$ cat config.mk
export PLATFORM = sky130hd
export DESIGN_NAME = i2c_master_register_access_top
export DESIGN_NICKNAME = d
export VERILOG_FILES = /design/src/design/i2cm_pkg.sv /design/src/design/i2cm_wbuf.sv /design/src/design/i2cm_engine.sv /design/src/design/i2c_master_register_access_top.sv
export VERILOG_INCLUDE_DIRS = /design/src /design/src/design
export SDC_FILE = /design/constraint.sdc
export NUM_CORES = 1
export LEC_CHECK = 0
export ABC_CLOCK_PERIOD_IN_PS = 8900
export BUFFER_PORTS_ARGS = -buffer_cell sky130_fd_sc_hd__buf_2
export CAP_MARGIN = 20
export CORE_UTILIZATION = 40
export CTS_BUF_LIST = sky130_fd_sc_hd__clkbuf_4 sky130_fd_sc_hd__clkbuf_8 sky130_fd_sc_hd__clkbuf_16
export DETAILED_ROUTE_END_ITERATION = 10
export PLACE_DENSITY = 0.69
export SYNTH_ARGS = -nofsm -noshare
export SYNTH_HDL_FRONTEND = slang
export SYNTH_HIERARCHICAL = 1
export SYNTH_SLANG_ARGS = --single-unit
$ cat constraint.sdc
create_clock -name clk -period 8.9 [get_ports clk]
set_input_delay 1.335 -clock clk [delete_from_list [all_inputs] [get_ports clk]]
set_output_delay 1.335 -clock clk [all_outputs]
set_load 0.01 [all_outputs]
$ cat src/design/i2c_master_register_access_top_macros.svh
// assertion helpers for the i2c register access master
`ifndef I2C_MASTER_REGISTER_ACCESS_TOP_MACROS_SVH
`define I2C_MASTER_REGISTER_ACCESS_TOP_MACROS_SVH

// clocked assertion, quiet while reset is high
`define I2CM_ASSERT(label, prop, msg) \
  label: assert property (@(posedge clk) disable iff (rst) prop) else $error(msg);

// clocked implication, quiet while reset is high
`define I2CM_ASSERT_IMP(label, ante, cons, msg) \
  label: assert property (@(posedge clk) disable iff (rst) (ante) |-> (cons)) else $error(msg);

`endif

$ cat src/design/i2cm_pkg.sv
`default_nettype none
package i2cm_pkg;

  localparam int MAX_BURST_DEF = 16;
  localparam logic [3:0] RETRY_RESET = 4'd5;
  localparam logic [7:0] ACK_WAIT_RESET = 8'd20;

  // command kinds
  localparam logic [1:0] REQ_IDLE  = 2'd0;
  localparam logic [1:0] REQ_LOAD  = 2'd1;
  localparam logic [1:0] REQ_WRITE = 2'd2;
  localparam logic [1:0] REQ_READ  = 2'd3;

  // completion codes
  localparam logic [2:0] ST_OK        = 3'd0;
  localparam logic [2:0] ST_RETRY     = 3'd1;
  localparam logic [2:0] ST_REG_NACK  = 3'd2;
  localparam logic [2:0] ST_DATA_NACK = 3'd3;
  localparam logic [2:0] ST_RADR_NACK = 3'd4;

  // config register indexes
  localparam logic REG_RETRY = 1'b0;
  localparam logic REG_WAIT  = 1'b1;

  // one tick result
  typedef struct packed {
    logic       scl;
    logic       sda_out;
    logic       sda_oe;
    logic       busy_res;
    logic       rd_valid;
    logic [7:0] rd_data;
    logic       done_res;
    logic [2:0] status;
  } res_t;

endpackage
`default_nettype wire

$ cat src/design/i2cm_wbuf.sv
`default_nettype none
module i2cm_wbuf import i2cm_pkg::*; #(
  parameter int MAX_BURST = MAX_BURST_DEF,
  localparam int AW = (MAX_BURST > 1) ? $clog2(MAX_BURST) : 1
) (
  input  wire logic          clk,
  input  wire logic          wr_en,
  input  wire logic [AW-1:0] wr_addr,
  input  wire logic [7:0]    wr_data,
  input  wire logic [AW-1:0] rd_addr,
  output logic      [7:0]    rd_data
);

  logic [7:0] mem [MAX_BURST];

  // write port
  always_ff @(posedge clk) begin
    if (wr_en) begin
      mem[wr_addr] <= wr_data;
    end
  end

  // registered read port
  always_ff @(posedge clk) begin
    rd_data <= mem[rd_addr];
  end

endmodule
`default_nettype wire

$ cat src/design/i2cm_engine.sv
`default_nettype none
module i2cm_engine import i2cm_pkg::*; #(
  parameter int MAX_BURST = MAX_BURST_DEF,
  localparam int AW = (MAX_BURST > 1) ? $clog2(MAX_BURST) : 1,
  localparam int CW = $clog2(MAX_BURST + 1)
) (
  input  wire logic          clk,
  input  wire logic          rst,
  input  wire logic          step,
  input  wire logic [1:0]    req_type,
  input  wire logic [7:0]    dev_addr,
  input  wire logic [7:0]    reg_addr,
  input  wire logic [4:0]    byte_count,
  input  wire logic          sda_in,
  input  wire logic [3:0]    addr_retry_limit,
  input  wire logic [7:0]    ack_wait_limit,
  input  wire logic [7:0]    buf_rd_data,
  output logic               buf_wr_en,
  output logic      [AW-1:0] buf_wr_addr,
  output logic      [AW-1:0] buf_rd_addr,
  output res_t               res
);

  localparam logic [3:0] PH_IDLE       = 4'd0;
  localparam logic [3:0] PH_ADDR_STOP  = 4'd1;
  localparam logic [3:0] PH_ADDR_START = 4'd2;
  localparam logic [3:0] PH_ADDR_BYTE  = 4'd3;
  localparam logic [3:0] PH_ADDR_ACK   = 4'd4;
  localparam logic [3:0] PH_REG_BYTE   = 4'd5;
  localparam logic [3:0] PH_REG_ACK    = 4'd6;
  localparam logic [3:0] PH_RS_START   = 4'd7;
  localparam logic [3:0] PH_RADDR_BYTE = 4'd8;
  localparam logic [3:0] PH_RADDR_ACK  = 4'd9;
  localparam logic [3:0] PH_WDATA_BYTE = 4'd10;
  localparam logic [3:0] PH_WDATA_ACK  = 4'd11;
  localparam logic [3:0] PH_RDATA_BYTE = 4'd12;
  localparam logic [3:0] PH_RDATA_ACK  = 4'd13;
  localparam logic [3:0] PH_END_STOP   = 4'd14;

  localparam logic [2:0] SEG_NONE  = 3'd0;
  localparam logic [2:0] SEG_STOP  = 3'd1;
  localparam logic [2:0] SEG_START = 3'd2;
  localparam logic [2:0] SEG_WBYTE = 3'd3;
  localparam logic [2:0] SEG_RBYTE = 3'd4;
  localparam logic [2:0] SEG_RACK  = 3'd5;
  localparam logic [2:0] SEG_WACK  = 3'd6;

  logic [3:0]    phase, phase_next;
  logic [2:0]    micro, micro_next;
  logic [3:0]    bit_counter, bit_counter_next;
  logic [CW-1:0] byte_index, byte_index_next;
  logic [3:0]    retry_counter, retry_counter_next;
  logic [7:0]    wait_counter, wait_counter_next;
  logic [7:0]    shift_reg, shift_reg_next;
  logic [7:0]    held_dev_addr, held_dev_addr_next;
  logic [7:0]    held_reg_addr, held_reg_addr_next;
  logic [CW-1:0] held_count, held_count_next;
  logic          read_mode, read_mode_next;
  logic [CW-1:0] load_pointer, load_pointer_next;
  logic          nack_flag, nack_flag_next;
  logic          pin_scl, pin_scl_next;
  logic          pin_sda, pin_sda_next;
  logic          pin_oe, pin_oe_next;

  logic [2:0]    seg;
  logic          seg_done;
  logic [3:0]    bc_inc;
  logic [CW-1:0] bi_inc;
  logic          ack_level;

  assign bc_inc = bit_counter + 4'd1;
  assign bi_inc = byte_index + CW'(1);
  assign ack_level = (byte_index >= held_count);

  // buffer ports: loads at the fill pointer, reads follow the byte index
  assign buf_wr_en   = step && (phase == PH_IDLE) && (req_type == REQ_LOAD)
                       && (32'(load_pointer) < 32'(MAX_BURST));
  assign buf_wr_addr = load_pointer[AW-1:0];
  assign buf_rd_addr = byte_index[AW-1:0];

  // segment kind of each phase
  always_comb begin
    case (phase)
      PH_ADDR_STOP, PH_END_STOP:                        seg = SEG_STOP;
      PH_ADDR_START, PH_RS_START:                       seg = SEG_START;
      PH_ADDR_BYTE, PH_REG_BYTE, PH_RADDR_BYTE,
      PH_WDATA_BYTE:                                    seg = SEG_WBYTE;
      PH_RDATA_BYTE:                                    seg = SEG_RBYTE;
      PH_ADDR_ACK, PH_REG_ACK, PH_RADDR_ACK,
      PH_WDATA_ACK:                                     seg = SEG_RACK;
      PH_RDATA_ACK:                                     seg = SEG_WACK;
      default:                                          seg = SEG_NONE;
    endcase
  end

  // one pin action, then the phase transition
  always_comb begin
    phase_next         = phase;
    micro_next         = micro;
    bit_counter_next   = bit_counter;
    byte_index_next    = byte_index;
    retry_counter_next = retry_counter;
    wait_counter_next  = wait_counter;
    shift_reg_next     = shift_reg;
    held_dev_addr_next = held_dev_addr;
    held_reg_addr_next = held_reg_addr;
    held_count_next    = held_count;
    read_mode_next     = read_mode;
    load_pointer_next  = load_pointer;
    nack_flag_next     = nack_flag;
    pin_scl_next       = pin_scl;
    pin_sda_next       = pin_sda;
    pin_oe_next        = pin_oe;
    seg_done           = 1'b0;
    res                = '0;

    // segment micro steps
    case (seg)
      SEG_STOP: begin
        micro_next = micro + 3'd1;
        case (micro)
          3'd0: pin_sda_next = 1'b0;
          3'd1: pin_oe_next = 1'b1;
          3'd2: pin_scl_next = 1'b1;
          default: begin
            pin_sda_next = 1'b1;
            micro_next = 3'd0;
            seg_done = 1'b1;
          end
        endcase
      end
      SEG_START: begin
        micro_next = micro + 3'd1;
        case (micro)
          3'd0: pin_scl_next = 1'b1;
          3'd1: pin_sda_next = 1'b1;
          3'd2: pin_oe_next = 1'b1;
          3'd3: pin_sda_next = 1'b0;
          default: begin
            pin_scl_next = 1'b0;
            micro_next = 3'd0;
            seg_done = 1'b1;
          end
        endcase
      end
      SEG_WBYTE: begin
        case (micro)
          3'd0: begin
            pin_scl_next = 1'b0;
            micro_next = 3'd1;
          end
          3'd1: begin
            pin_oe_next = 1'b1;
            bit_counter_next = 4'd0;
            micro_next = 3'd2;
            // buffer read data has settled by now
            if (phase == PH_WDATA_BYTE) begin
              shift_reg_next = buf_rd_data;
            end
          end
          3'd2: begin
            pin_sda_next = shift_reg[7];
            micro_next = 3'd3;
          end
          3'd3: begin
            pin_scl_next = 1'b1;
            micro_next = 3'd4;
          end
          default: begin
            pin_scl_next = 1'b0;
            shift_reg_next = {shift_reg[6:0], 1'b0};
            bit_counter_next = bc_inc;
            if (bc_inc >= 4'd8) begin
              micro_next = 3'd0;
              seg_done = 1'b1;
            end else begin
              micro_next = 3'd2;
            end
          end
        endcase
      end
      SEG_RBYTE: begin
        case (micro)
          3'd0: begin
            pin_scl_next = 1'b0;
            micro_next = 3'd1;
          end
          3'd1: begin
            pin_oe_next = 1'b0;
            bit_counter_next = 4'd0;
            micro_next = 3'd2;
          end
          3'd2: begin
            pin_scl_next = 1'b1;
            micro_next = 3'd3;
          end
          default: begin
            pin_scl_next = 1'b0;
            shift_reg_next = {shift_reg[6:0], sda_in};
            bit_counter_next = bc_inc;
            if (bc_inc >= 4'd8) begin
              micro_next = 3'd0;
              seg_done = 1'b1;
            end else begin
              micro_next = 3'd2;
            end
          end
        endcase
      end
      SEG_RACK: begin
        case (micro)
          3'd0: begin
            pin_scl_next = 1'b0;
            micro_next = 3'd1;
          end
          3'd1: begin
            pin_oe_next = 1'b0;
            wait_counter_next = 8'd0;
            nack_flag_next = 1'b0;
            micro_next = 3'd2;
          end
          3'd2: begin
            pin_scl_next = 1'b1;
            micro_next = 3'd3;
          end
          3'd3: begin
            if (!sda_in) begin
              micro_next = 3'd4;
            end else if (wait_counter >= ack_wait_limit) begin
              nack_flag_next = 1'b1;
              micro_next = 3'd4;
            end else begin
              wait_counter_next = wait_counter + 8'd1;
            end
          end
          default: begin
            pin_scl_next = 1'b0;
            micro_next = 3'd0;
            seg_done = 1'b1;
          end
        endcase
      end
      SEG_WACK: begin
        micro_next = micro + 3'd1;
        case (micro)
          3'd0: pin_sda_next = ack_level;
          3'd1: pin_oe_next = 1'b1;
          3'd2: pin_scl_next = 1'b1;
          default: begin
            pin_scl_next = 1'b0;
            micro_next = 3'd0;
            seg_done = 1'b1;
          end
        endcase
      end
      default: ;
    endcase

    // phase transitions
    case (phase)
      PH_IDLE: begin
        if (req_type == REQ_LOAD) begin
          if (32'(load_pointer) < 32'(MAX_BURST)) begin
            load_pointer_next = load_pointer + CW'(1);
          end
        end else if (req_type == REQ_WRITE || req_type == REQ_READ) begin
          held_dev_addr_next = dev_addr;
          held_reg_addr_next = reg_addr;
          held_count_next = (32'(byte_count) > 32'(MAX_BURST)) ? CW'(MAX_BURST)
                                                                : CW'(byte_count);
          read_mode_next = (req_type == REQ_READ);
          retry_counter_next = 4'd0;
          byte_index_next = '0;
          micro_next = 3'd0;
          load_pointer_next = '0;
          phase_next = PH_ADDR_STOP;
        end
      end
      PH_ADDR_STOP: if (seg_done) phase_next = PH_ADDR_START;
      PH_ADDR_START: begin
        if (seg_done) begin
          shift_reg_next = {held_dev_addr[7:1], 1'b0};
          phase_next = PH_ADDR_BYTE;
        end
      end
      PH_ADDR_BYTE: begin
        if (seg_done) begin
          if (retry_counter >= addr_retry_limit) begin
            res.done_res = 1'b1;
            res.status = ST_RETRY;
            phase_next = PH_IDLE;
          end else begin
            retry_counter_next = retry_counter + 4'd1;
            phase_next = PH_ADDR_ACK;
          end
        end
      end
      PH_ADDR_ACK: begin
        if (seg_done) begin
          if (nack_flag_next) begin
            phase_next = PH_ADDR_STOP;
          end else begin
            shift_reg_next = held_reg_addr;
            phase_next = PH_REG_BYTE;
          end
        end
      end
      PH_REG_BYTE: if (seg_done) phase_next = PH_REG_ACK;
      PH_REG_ACK: begin
        if (seg_done) begin
          if (nack_flag_next) begin
            res.done_res = 1'b1;
            res.status = ST_REG_NACK;
            phase_next = PH_IDLE;
          end else if (read_mode) begin
            phase_next = PH_RS_START;
          end else if (held_count == '0) begin
            phase_next = PH_END_STOP;
          end else begin
            byte_index_next = '0;
            phase_next = PH_WDATA_BYTE;
          end
        end
      end
      PH_RS_START: begin
        if (seg_done) begin
          shift_reg_next = {held_dev_addr[7:1], 1'b1};
          phase_next = PH_RADDR_BYTE;
        end
      end
      PH_RADDR_BYTE: if (seg_done) phase_next = PH_RADDR_ACK;
      PH_RADDR_ACK: begin
        if (seg_done) begin
          if (nack_flag_next) begin
            res.done_res = 1'b1;
            res.status = ST_RADR_NACK;
            phase_next = PH_IDLE;
          end else begin
            byte_index_next = '0;
            phase_next = (held_count == '0) ? PH_RDATA_ACK : PH_RDATA_BYTE;
          end
        end
      end
      PH_WDATA_BYTE: if (seg_done) phase_next = PH_WDATA_ACK;
      PH_WDATA_ACK: begin
        if (seg_done) begin
          if (nack_flag_next) begin
            res.done_res = 1'b1;
            res.status = ST_DATA_NACK;
            phase_next = PH_IDLE;
          end else begin
            byte_index_next = bi_inc;
            phase_next = (bi_inc < held_count) ? PH_WDATA_BYTE : PH_END_STOP;
          end
        end
      end
      PH_RDATA_BYTE: begin
        if (seg_done) begin
          res.rd_valid = 1'b1;
          res.rd_data = shift_reg_next;
          byte_index_next = bi_inc;
          phase_next = PH_RDATA_ACK;
        end
      end
      PH_RDATA_ACK: begin
        if (seg_done) begin
          phase_next = (byte_index < held_count) ? PH_RDATA_BYTE : PH_END_STOP;
        end
      end
      PH_END_STOP: begin
        if (seg_done) begin
          res.done_res = 1'b1;
          res.status = ST_OK;
          phase_next = PH_IDLE;
        end
      end
      default: begin
        phase_next = PH_IDLE;
        micro_next = 3'd0;
      end
    endcase

    res.scl = pin_scl_next;
    res.sda_out = pin_sda_next;
    res.sda_oe = pin_oe_next;
    res.busy_res = (phase_next != PH_IDLE);
  end

  // state update, one tick per accepted transaction
  always_ff @(posedge clk) begin
    if (rst) begin
      phase         <= PH_IDLE;
      micro         <= 3'd0;
      bit_counter   <= 4'd0;
      byte_index    <= '0;
      retry_counter <= 4'd0;
      wait_counter  <= 8'd0;
      shift_reg     <= 8'd0;
      held_dev_addr <= 8'd0;
      held_reg_addr <= 8'd0;
      held_count    <= '0;
      read_mode     <= 1'b0;
      load_pointer  <= '0;
      nack_flag     <= 1'b0;
      pin_scl       <= 1'b1;
      pin_sda       <= 1'b1;
      pin_oe        <= 1'b0;
    end else if (step) begin
      phase         <= phase_next;
      micro         <= micro_next;
      bit_counter   <= bit_counter_next;
      byte_index    <= byte_index_next;
      retry_counter <= retry_counter_next;
      wait_counter  <= wait_counter_next;
      shift_reg     <= shift_reg_next;
      held_dev_addr <= held_dev_addr_next;
      held_reg_addr <= held_reg_addr_next;
      held_count    <= held_count_next;
      read_mode     <= read_mode_next;
      load_pointer  <= load_pointer_next;
      nack_flag     <= nack_flag_next;
      pin_scl       <= pin_scl_next;
      pin_sda       <= pin_sda_next;
      pin_oe        <= pin_oe_next;
    end
  end

endmodule
`default_nettype wire

$ cat src/design/i2c_master_register_access_top.sv
`default_nettype none
// Pin-level I2C master for register reads and writes. Each input transaction
// is one bus tick (tuser carries the command, tdata the operands and the
// sampled SDA level) and yields exactly one output transaction with the pin
// levels, busy, any read byte and the done status. The result of a tick sits
// in the output register from the cycle after the tick is accepted. A tick is
// taken every clock cycle while results are being taken; a waiting result
// holds off the input, and the next tick enters in the same cycle in which
// that result is taken. The write buffer's registered read port is addressed
// before its byte is loaded for shifting, so it adds no stall. Write bytes are
// preloaded into a MAX_BURST-entry buffer while idle; commands arriving
// while a transfer is running are dropped. Limits for address retries and
// ACK polling sit at APB offsets 0x0 and 0x4 and may be changed only while
// the block is idle.
`include "i2c_master_register_access_top_macros.svh"
module i2c_master_register_access_top import i2cm_pkg::*; #(
  parameter int MAX_BURST = MAX_BURST_DEF
) (
  input  wire logic        clk,
  input  wire logic        rst,
  input  wire logic        s_tvalid,
  output logic             s_tready,
  // dev_addr[7:0], reg_addr[15:8], byte_count[20:16], wr_data[28:21], sda_in[29]
  input  wire logic [31:0] s_tdata,
  // req_type[1:0]
  input  wire logic [1:0]  s_tuser,
  output logic             m_tvalid,
  input  wire logic        m_tready,
  // scl[0], sda_out[1], sda_oe[2], busy_res[3], rd_data[11:4], done_res[12],
  // status[15:13]
  output logic      [15:0] m_tdata,
  // rd_valid[0]
  output logic             m_tuser,
  input  wire logic        psel,
  input  wire logic        penable,
  input  wire logic        pwrite,
  input  wire logic [2:0]  paddr,
  input  wire logic [31:0] pwdata,
  output logic      [31:0] prdata,
  output logic             pready
);

  localparam int AW = (MAX_BURST > 1) ? $clog2(MAX_BURST) : 1;

  logic [3:0]    addr_retry_limit;
  logic [7:0]    ack_wait_limit;
  logic          step;
  res_t          res;
  res_t          out_q;
  logic          buf_wr_en;
  logic [AW-1:0] buf_wr_addr;
  logic [AW-1:0] buf_rd_addr;
  logic [7:0]    buf_rd_data;

  // configuration registers
  assign pready = 1'b1;
  always_ff @(posedge clk) begin
    if (rst) begin
      addr_retry_limit <= RETRY_RESET;
      ack_wait_limit   <= ACK_WAIT_RESET;
    end else if (psel && penable && pwrite && pready) begin
      case (paddr[2])
        REG_RETRY: addr_retry_limit <= pwdata[3:0];
        REG_WAIT:  ack_wait_limit <= pwdata[7:0];
        default: ;
      endcase
    end
  end

  always_comb begin
    case (paddr[2])
      REG_RETRY: prdata = {28'd0, addr_retry_limit};
      REG_WAIT:  prdata = {24'd0, ack_wait_limit};
      default:   prdata = 32'd0;
    endcase
  end

  // input acceptance follows free space in the output register
  assign s_tready = !m_tvalid || m_tready;
  assign step = s_tvalid && s_tready;

  i2cm_wbuf #(.MAX_BURST(MAX_BURST)) u_wbuf (
    .clk     (clk),
    .wr_en   (buf_wr_en),
    .wr_addr (buf_wr_addr),
    .wr_data (s_tdata[28:21]),
    .rd_addr (buf_rd_addr),
    .rd_data (buf_rd_data)
  );

  i2cm_engine #(.MAX_BURST(MAX_BURST)) u_engine (
    .clk              (clk),
    .rst              (rst),
    .step             (step),
    .req_type         (s_tuser),
    .dev_addr         (s_tdata[7:0]),
    .reg_addr         (s_tdata[15:8]),
    .byte_count       (s_tdata[20:16]),
    .sda_in           (s_tdata[29]),
    .addr_retry_limit (addr_retry_limit),
    .ack_wait_limit   (ack_wait_limit),
    .buf_rd_data      (buf_rd_data),
    .buf_wr_en        (buf_wr_en),
    .buf_wr_addr      (buf_wr_addr),
    .buf_rd_addr      (buf_rd_addr),
    .res              (res)
  );

  // output register
  always_ff @(posedge clk) begin
    if (rst) begin
      m_tvalid <= 1'b0;
    end else if (step) begin
      m_tvalid <= 1'b1;
    end else if (m_tready) begin
      m_tvalid <= 1'b0;
    end
  end

  always_ff @(posedge clk) begin
    if (step) begin
      out_q <= res;
    end
  end

  assign m_tdata = {out_q.status, out_q.done_res, out_q.rd_data, out_q.busy_res,
                    out_q.sda_oe, out_q.sda_out, out_q.scl};
  assign m_tuser = out_q.rd_valid;

  // checks on the result stream
  `I2CM_ASSERT_IMP(a_done_not_busy, m_tvalid && out_q.done_res, !out_q.busy_res, "done while busy")
  `I2CM_ASSERT_IMP(a_read_busy, m_tvalid && out_q.rd_valid, out_q.busy_res, "read byte while idle")
  `I2CM_ASSERT_IMP(a_status_done, m_tvalid && out_q.status != ST_OK, out_q.done_res, "status without done")
  `I2CM_ASSERT(a_step_fills, step |=> m_tvalid, "accepted tick lost")

endmodule
`default_nettype wire

==> impl_metrics.py, run 1 <==
metrics = {
    "route": {
        "drtIter0Drc": 786,
        "antenna_left": 0,
        "drcViolationCount": 0,
        "wl_mm": 25.3,
        "wire_per_inst_um": 17.3,
        "drtPass1Iterations": 6,
        "avgViaCountPerCell": 5.49,
        "via_count": 8042,
    },
    "job": {
        "max-cap-violations": 0,
    },
    "synth": {
        "yosysWarnings": 6,
        "synth_top_family_by_area": "simple AND/OR/NAND/NOR gates",
        "synth-compound-area-share": 0.124,
        "async_reset_ff_frac": 0,
        "avgSynthCellArea_um2": 11.3,
        "syn_inst": 1021,
        "yosys.area_share.xor_xnor": 0.0122,
        "netlist_area_um2": 11500,
        "synthSimpleGateAreaFrac": 0.148,
        "synthFlopType": "edfxtp_1",
        "synth_edf_count": 145,
        "synth-seq-cells": 235,
        "synth_fa_ha_area_frac": 0.0356,
        "yosysUniqueCellTypes": 79,
        "ys_seq_area_frac": 0.534,
        "synthMuxAreaShare": 0.0875,
    },
    "final_layout": {
        "n_antenna_cell": 0,
        "area.growth.synth_to_final_pct": 10.7,
        "drive_gt1_frac": 0.163,
        "fin_area_um2": 12800,
        "layout.nets": 1176,
        "largest_reg_flops": 128,
        "regMostFlops": "u_wbuf/mem",
    },
    "die": {
        "row_count": 61,
        "core_area_um2": 28100,
        "num_io_pins": 128,
        "start_util": 0.411,
        "die_area_um2": 29500,
        "die_w_um": 172,
        "die_h_um": 172,
    },
    "timing": {
        "drv_slew": 0,
        "finClkSkew_ns": 0.00853,
        "fin_crit_sh": 0.467,
        "fin_hold_ws_ns": 0.455,
        "timing.fmax_mhz": 241,
        "tightest_slew_ns": 1.13,
        "slew_headroom": 0.240,
        "fin_tns_setup_ns": 0,
        "setup_viol": 0,
        "fin_crit_ns": 4.15,
        "rsz0062_at_grt": "no",
        "hold_violations": 0,
    },
    "setup_path": {
        "slowest_stage": "nor4b_1",
        "end_kind": "flip-flop",
        "crit_path_start_kind": "input port",
        "required_ns": 9.06,
        "arrival_ns": 4.31,
        "crit_fanout": 42,
        "cp_slowest_stage_delay_ns": 0.83,
        "reg2reg_slack_ns": 4.85,
        "critical_path_class": "input port to flip-flop",
        "path_cells": "buf_2 -> nand2b_1 -> and2_2 -> buf_4 -> nand2_1 -> nor4b_1 -> or3b_2 -> nor2_1",
    },
    "place": {
        "dp_hpwl_mm": 17.2,
        "io_buffers": 73,
        "gp_congestion": 0.878,
        "placement.cell_area_um2": 12000,
    },
    "power": {
        "p_leak_uw": 0.00446,
        "ir_drop_uv": 162,
        "powerDensity_nw_per_um2": 183,
    },
    "clock_tree": {
        "numCtsBuffers": 25,
        "clk_pin_slew_worst_paths_ns": 0.06,
        "postCtsResizedCells": 0,
        "cts_tree": "done",
        "holdBufCountCts": 0,
        "root_buffer": "clkbuf_16",
        "cts.sinks": 235,
        "postCtsSetupBuffers": 0,
        "clock_path_buffers": 3,
        "htreeDepth": 1,
        "clk_latency_ns": 0.53,
    },
    "grt": {
        "grt_usage": 0.171,
        "grt_max_degree": 78,
        "met1_usage": 0.226,
        "busiest_layer": "met2",
        "grt_util_met3": 0.0244,
        "first_global_vias": 7409,
        "grt_use_met2": 0.295,
        "grt-ovfl-total": 0,
        "grt_pass1_wl_mm": 39.5,
        "grt_antenna_before_repair": 0,
    },
    "hold_path": {
        "hold_path.class": "flip-flop to flip-flop",
    },
    "status": {
        "status": "completed",
    },
}
-- power by group --
group / total [uW] / leakage (uW) / internal, uW / switching (uW)
registers: 1200 / 0.00205 / 1170 / 20.3
logic: 164 / 0.00202 / 59.5 / 104
clock network: 974 / 0.000389 / 549 / 425
-- kinds of logic (layout without fill, tap and decap cells) --
| kind of cell | Yosys count | in the layout |
|---|---|---|
| AOI/OAI and AO/OA | 213 | 213 |
| DFF | 235 | 235 |
| adders and majority gates | 33 | 33 |
| and+or+nand+nor | 347 | 347 |
| xor gates and xnor gates | 16 | 16 |
| buffers and inverters | 120 | 163 |
| muxes | 55 | 55 |
| other | 2 | 25 |
-- worst max-delay path: cells and delay by family --
family                 cells  cell delay [ns]
buffers and inverters      2             0.48
and+or+nand+nor            6             2.47
-- layout by cell type, fill, tap and decap left out, types with 9 or more instances in the layout --
cell type	count
a211oi_1	11
a21oi_1	64
a221oi_1	16
a22oi_1	26
buf_2	73
clkbuf_16	25
conb_1	25
dfxtp_1	89
edfxtp_1	145
ha_1	32
inv_1	35
mux2i_1	19
mux4_1	14
mux4_2	18
nand2_1	90
nand2b_1	27
nand3_1	22
nand3b_1	13
nor2_1	104
nor2b_1	10
nor3_1	25
o21ai_0	35
or2_2	9
xor2_1	10
-- path summary, 6_finish.rpt --
check	start	endpoint	cells past startpoint
setup / recovery	m_tready	u_wbuf/mem[1][6]	8
hold / removal	u_engine/held_dev_addr[1]	u_engine/held_dev_addr[1]	2
setup reg to reg	u_engine/phase[3]	u_wbuf/mem[1][6]	6
hold reg to reg	u_engine/held_dev_addr[1]	u_engine/held_dev_addr[1]	2
-- per-layer routing --
| metal | wire length [um] | share of wire |
|---|---|---|
| met2 | 12600 | 0.50 |
| met3 | 1520 | 0.060 |
| met5 | 0 | 0 |
| met1 | 10700 | 0.42 |
| met4 | 518 | 0.020 |
-- cell usage after synthesis, drive strengths merged, types with 8 or more instances --
library cell	number	area (um2)
a211oi	11	82.6
a21oi	64	320
a221oi	16	140
a22oi	26	195
and2	9	61.3
buf	53	402
clkbuf	28	105
dfxtp	90	1800
edfxtp	145	4350
ha	32	400
inv	36	138
mux2i	19	190
mux4	32	773
nand2	91	344
nand2b	27	169
nand3	22	110
nand3b	13	97.6
nand4	8	50.1
nor2	105	402
nor2b	10	62.6
nor3	25	125
o211ai	8	60.1
o21ai	36	180
or2	9	56.3
xor2	10	87.6
-- metrics by stage --
step	total power (uW)	utilization	cells	setup WS (ns)
floorplan	1330	-	1044	4.39
global placement	1380	0.426	1418	4.23
detailed placement	1380	0.427	1419	4.26
CTS	2350	0.454	1465	4.81
global route	2430	0.454	1465	4.59
finish	2330	0.454	1465	4.75
-- final cells by class --
class / instances / area, um2
fill: 2610 / 15300
timing repair buffer: 81 / 425
inverter: 36 / 138
multi-input combinational: 689 / 4790
clock buffer: 31 / 683
sequential: 235 / 6160
tap: 378 / 473
clock inverter: 15 / 95.1
Note: power is estimated with default switching activity, not from simulation.
==> run 2, diff against run 1 <==
--- a/config.mk
+++ b/config.mk
@@ -6,13 +6,13 @@
 export SDC_FILE = /design/constraint.sdc
 export NUM_CORES = 1
 export LEC_CHECK = 0
-export ABC_CLOCK_PERIOD_IN_PS = 8900
+export ABC_CLOCK_PERIOD_IN_PS = 3400
 export BUFFER_PORTS_ARGS = -buffer_cell sky130_fd_sc_hd__buf_2
 export CAP_MARGIN = 20
 export CORE_UTILIZATION = 40
 export CTS_BUF_LIST = sky130_fd_sc_hd__clkbuf_4 sky130_fd_sc_hd__clkbuf_8 sky130_fd_sc_hd__clkbuf_16
 export DETAILED_ROUTE_END_ITERATION = 10
-export PLACE_DENSITY = 0.69
+export PLACE_DENSITY = 0.71
 export SYNTH_ARGS = -nofsm -noshare
 export SYNTH_HDL_FRONTEND = slang
 export SYNTH_HIERARCHICAL = 1
==> constraint.sdc (replaced) <==
create_clock -name clk -period 3.4 [get_ports clk]
set_input_delay 0.51 -clock clk [delete_from_list [all_inputs] [get_ports clk]]
set_output_delay 0.51 -clock clk [all_outputs]
set_load 0.01 [all_outputs]
==> impl_metrics.py, run 2 (synthesis gave the netlist of run 1 again) <==
metrics = {
    "status": {
        "status": "completed",
    },
    "timing": {
        "slew_headroom": 0.515,
        "setup_viol": 0,
        "fin_crit_sh": 0.951,
        "finClkSkew_ns": 0.0129,
        "drv_slew": 0,
        "timing.fmax_mhz": 309,
        "final.setup.worst_slack_ns": 0.165,
        "fin_crit_ns": 3.23,
        "rsz0062_at_grt": "no",
        "tightest_slew_ns": 0.728,
        "hold_violations": 0,
        "fin_tns_setup_ns": 0,
    },
    "setup_path": {
        "crit_fanout": 7,
        "reg2reg_slack_ns": 0.17,
        "reg2reg_depth": 12,
        "path_cells": "inv_1 -> ha_1 -> nor3_1 -> o21ai_0 -> a31oi_2 -> buf_4 -> nand2_2 -> a32o_1 -> or3_4 -> o31a_4 -> nor3b_1 -> a211o_1",
        "arrival_ns": 3.66,
        "end_kind": "flip-flop",
        "required_ns": 3.82,
        "crit_buf_inv": 2,
        "slowest_stage": "dfxtp_1",
        "cp_slowest_stage_delay_ns": 0.44,
        "cp_num_cells": 12,
        "critical_path_class": "flip-flop to flip-flop",
        "endpoint": "u_engine/seg[1]",
        "timing.rr.end": "u_engine/seg[1]",
        "reg2reg_from": "u_engine/micro[0]",
        "path_delay_family": "compound AO/OA/AOI/OAI gates",
        "crit_path_start_kind": "flip-flop",
        "crit_path_start": "u_engine/micro[0]",
    },
    "clock_tree": {
        "numCtsBuffers": 25,
        "clk_pin_slew_worst_paths_ns": 0.06,
        "cts_tree": "done",
        "root_buffer": "clkbuf_16",
        "holdBufCountCts": 0,
        "clock_path_buffers": 3,
        "clk_latency_ns": 0.53,
        "cts.sinks": 235,
        "htreeDepth": 1,
    },
    "grt": {
        "grt_pass1_wl_mm": 40.7,
        "grt-ovfl-total": 0,
        "grt_max_degree": 62,
        "grt_usage": 0.176,
        "first_global_vias": 7849,
        "grt_antenna_before_repair": 0,
    },
    "route": {
        "wl_mm": 25.8,
        "drtIter0Drc": 634,
        "wire_per_inst_um": 17.1,
        "drcViolationCount": 0,
        "drtPass1Iterations": 6,
        "via_count": 8176,
        "avgViaCountPerCell": 5.43,
        "antenna_left": 0,
    },
    "final_layout": {
        "fillCellCount": 2579,
        "largest_reg_flops": 128,
        "drive_gt1_frac": 0.199,
        "layout.nets": 1216,
        "most-common-layout-cells": "edfxtp_1, nor2_1, nand2_1, dfxtp_1, buf_2",
        "multi_input_area_um2": 4810,
        "regMostFlops": "u_wbuf/mem",
        "area.growth.synth_to_final_pct": 14.0,
        "n_antenna_cell": 0,
        "seqCellArea_um2": 6160,
        "final_common_cell": "edfxtp_1",
    },
    "place": {
        "place_ws_ns": 0.138,
        "io_buffers": 73,
        "dp_hpwl_mm": 18.1,
        "gp_congestion": 0.903,
    },
    "die": {
        "die_w_um": 172,
        "start_util": 0.411,
        "num_io_pins": 128,
        "core_area_um2": 28100,
        "die_h_um": 172,
        "row_count": 61,
        "die_area_um2": 29500,
    },
    "power": {
        "powerDensity_nw_per_um2": 479,
        "p_leak_uw": 0.00471,
        "ir_drop_uv": 439,
    },
    "job": {
        "max-cap-violations": 0,
    },
    "hold_path": {
        "hold_path.class": "input port to flip-flop",
    },
}
run 2: changes by cell type in the layout (fill, tap and decap cells not counted), moves of 2 or more:
cell / before / now
clkinvlp_4: 2 / 0
clkinv_1: 4 / 0
clkbuf_4: 4 / 8
buf_4: 8 / 48
run 2: layout make-up:
type / instances / share of cell area
sequential: 235 / 0.468
timing repair buffer: 121 / 0.0552
clock inverter: 10 / 0.00771
multi-input combinational: 689 / 0.366
inverter: 36 / 0.0105
clock buffer: 36 / 0.0562
tap: 378 / 0.0360
run 2: how the worst min path moves through the flow:
stage	cells after the start	slack, ns	from	endpoint
after floorplan	2	0.43	u_engine/nack_flag	u_engine/nack_flag
after detailed placement	2	0.45	u_engine/held_count[2]	u_engine/held_count[2]
after global placement	2	0.44	u_engine/held_count[1]	u_engine/held_count[1]
after CTS	3	0.20	s_tdata[7]	u_engine/held_dev_addr[7]
final	3	0.22	s_tdata[7]	u_engine/held_dev_addr[7]
after global routing	3	0.21	s_tdata[4]	u_engine/held_dev_addr[4]
run 2: worst min-delay path, delay by kind of cell:
family | cells | cell delay, ns
buffers and inverters | 1 | 0.10
AO/OA/AOI/OAI | 1 | 0.05
AND/OR/NAND/NOR | 1 | 0.05
run 2: per-stage QoR:
step | util | total power, uW | area, um2 | cells | hold WS [ns]
final | 0.468 | 6290 | 13100 | 1505 | 0.215
after global routing | 0.468 | 6520 | 13100 | 1505 | 0.207
after CTS | 0.467 | 6350 | 13100 | 1505 | 0.195
after detailed placement | 0.437 | 3630 | 12300 | 1459 | 0.448
after global placement | 0.437 | 3620 | 12300 | 1459 | 0.445
after floorplan | - | 3490 | 11600 | 1044 | 0.432
run 2: routing by layer:
metal	routed length, um	vias to the layer above	global-route usage
met5	0	-	0
met4	642	0	0.0519
met3	1220	50	0.0274
met2	12700	247	0.306
met1	11200	3962	0.225
li1	-	3917	-
run 2: repair_timing:
item / CTS / global route
buffers inserted: 0 / 0
gates resized for setup: 0 / 3
endpoints found under the setup margin: 0 / 3
run 2: where the power goes:
part	internal [uW]	switching, uW
registers	3080	37.7
clock network	1610	1110
logic	168	291
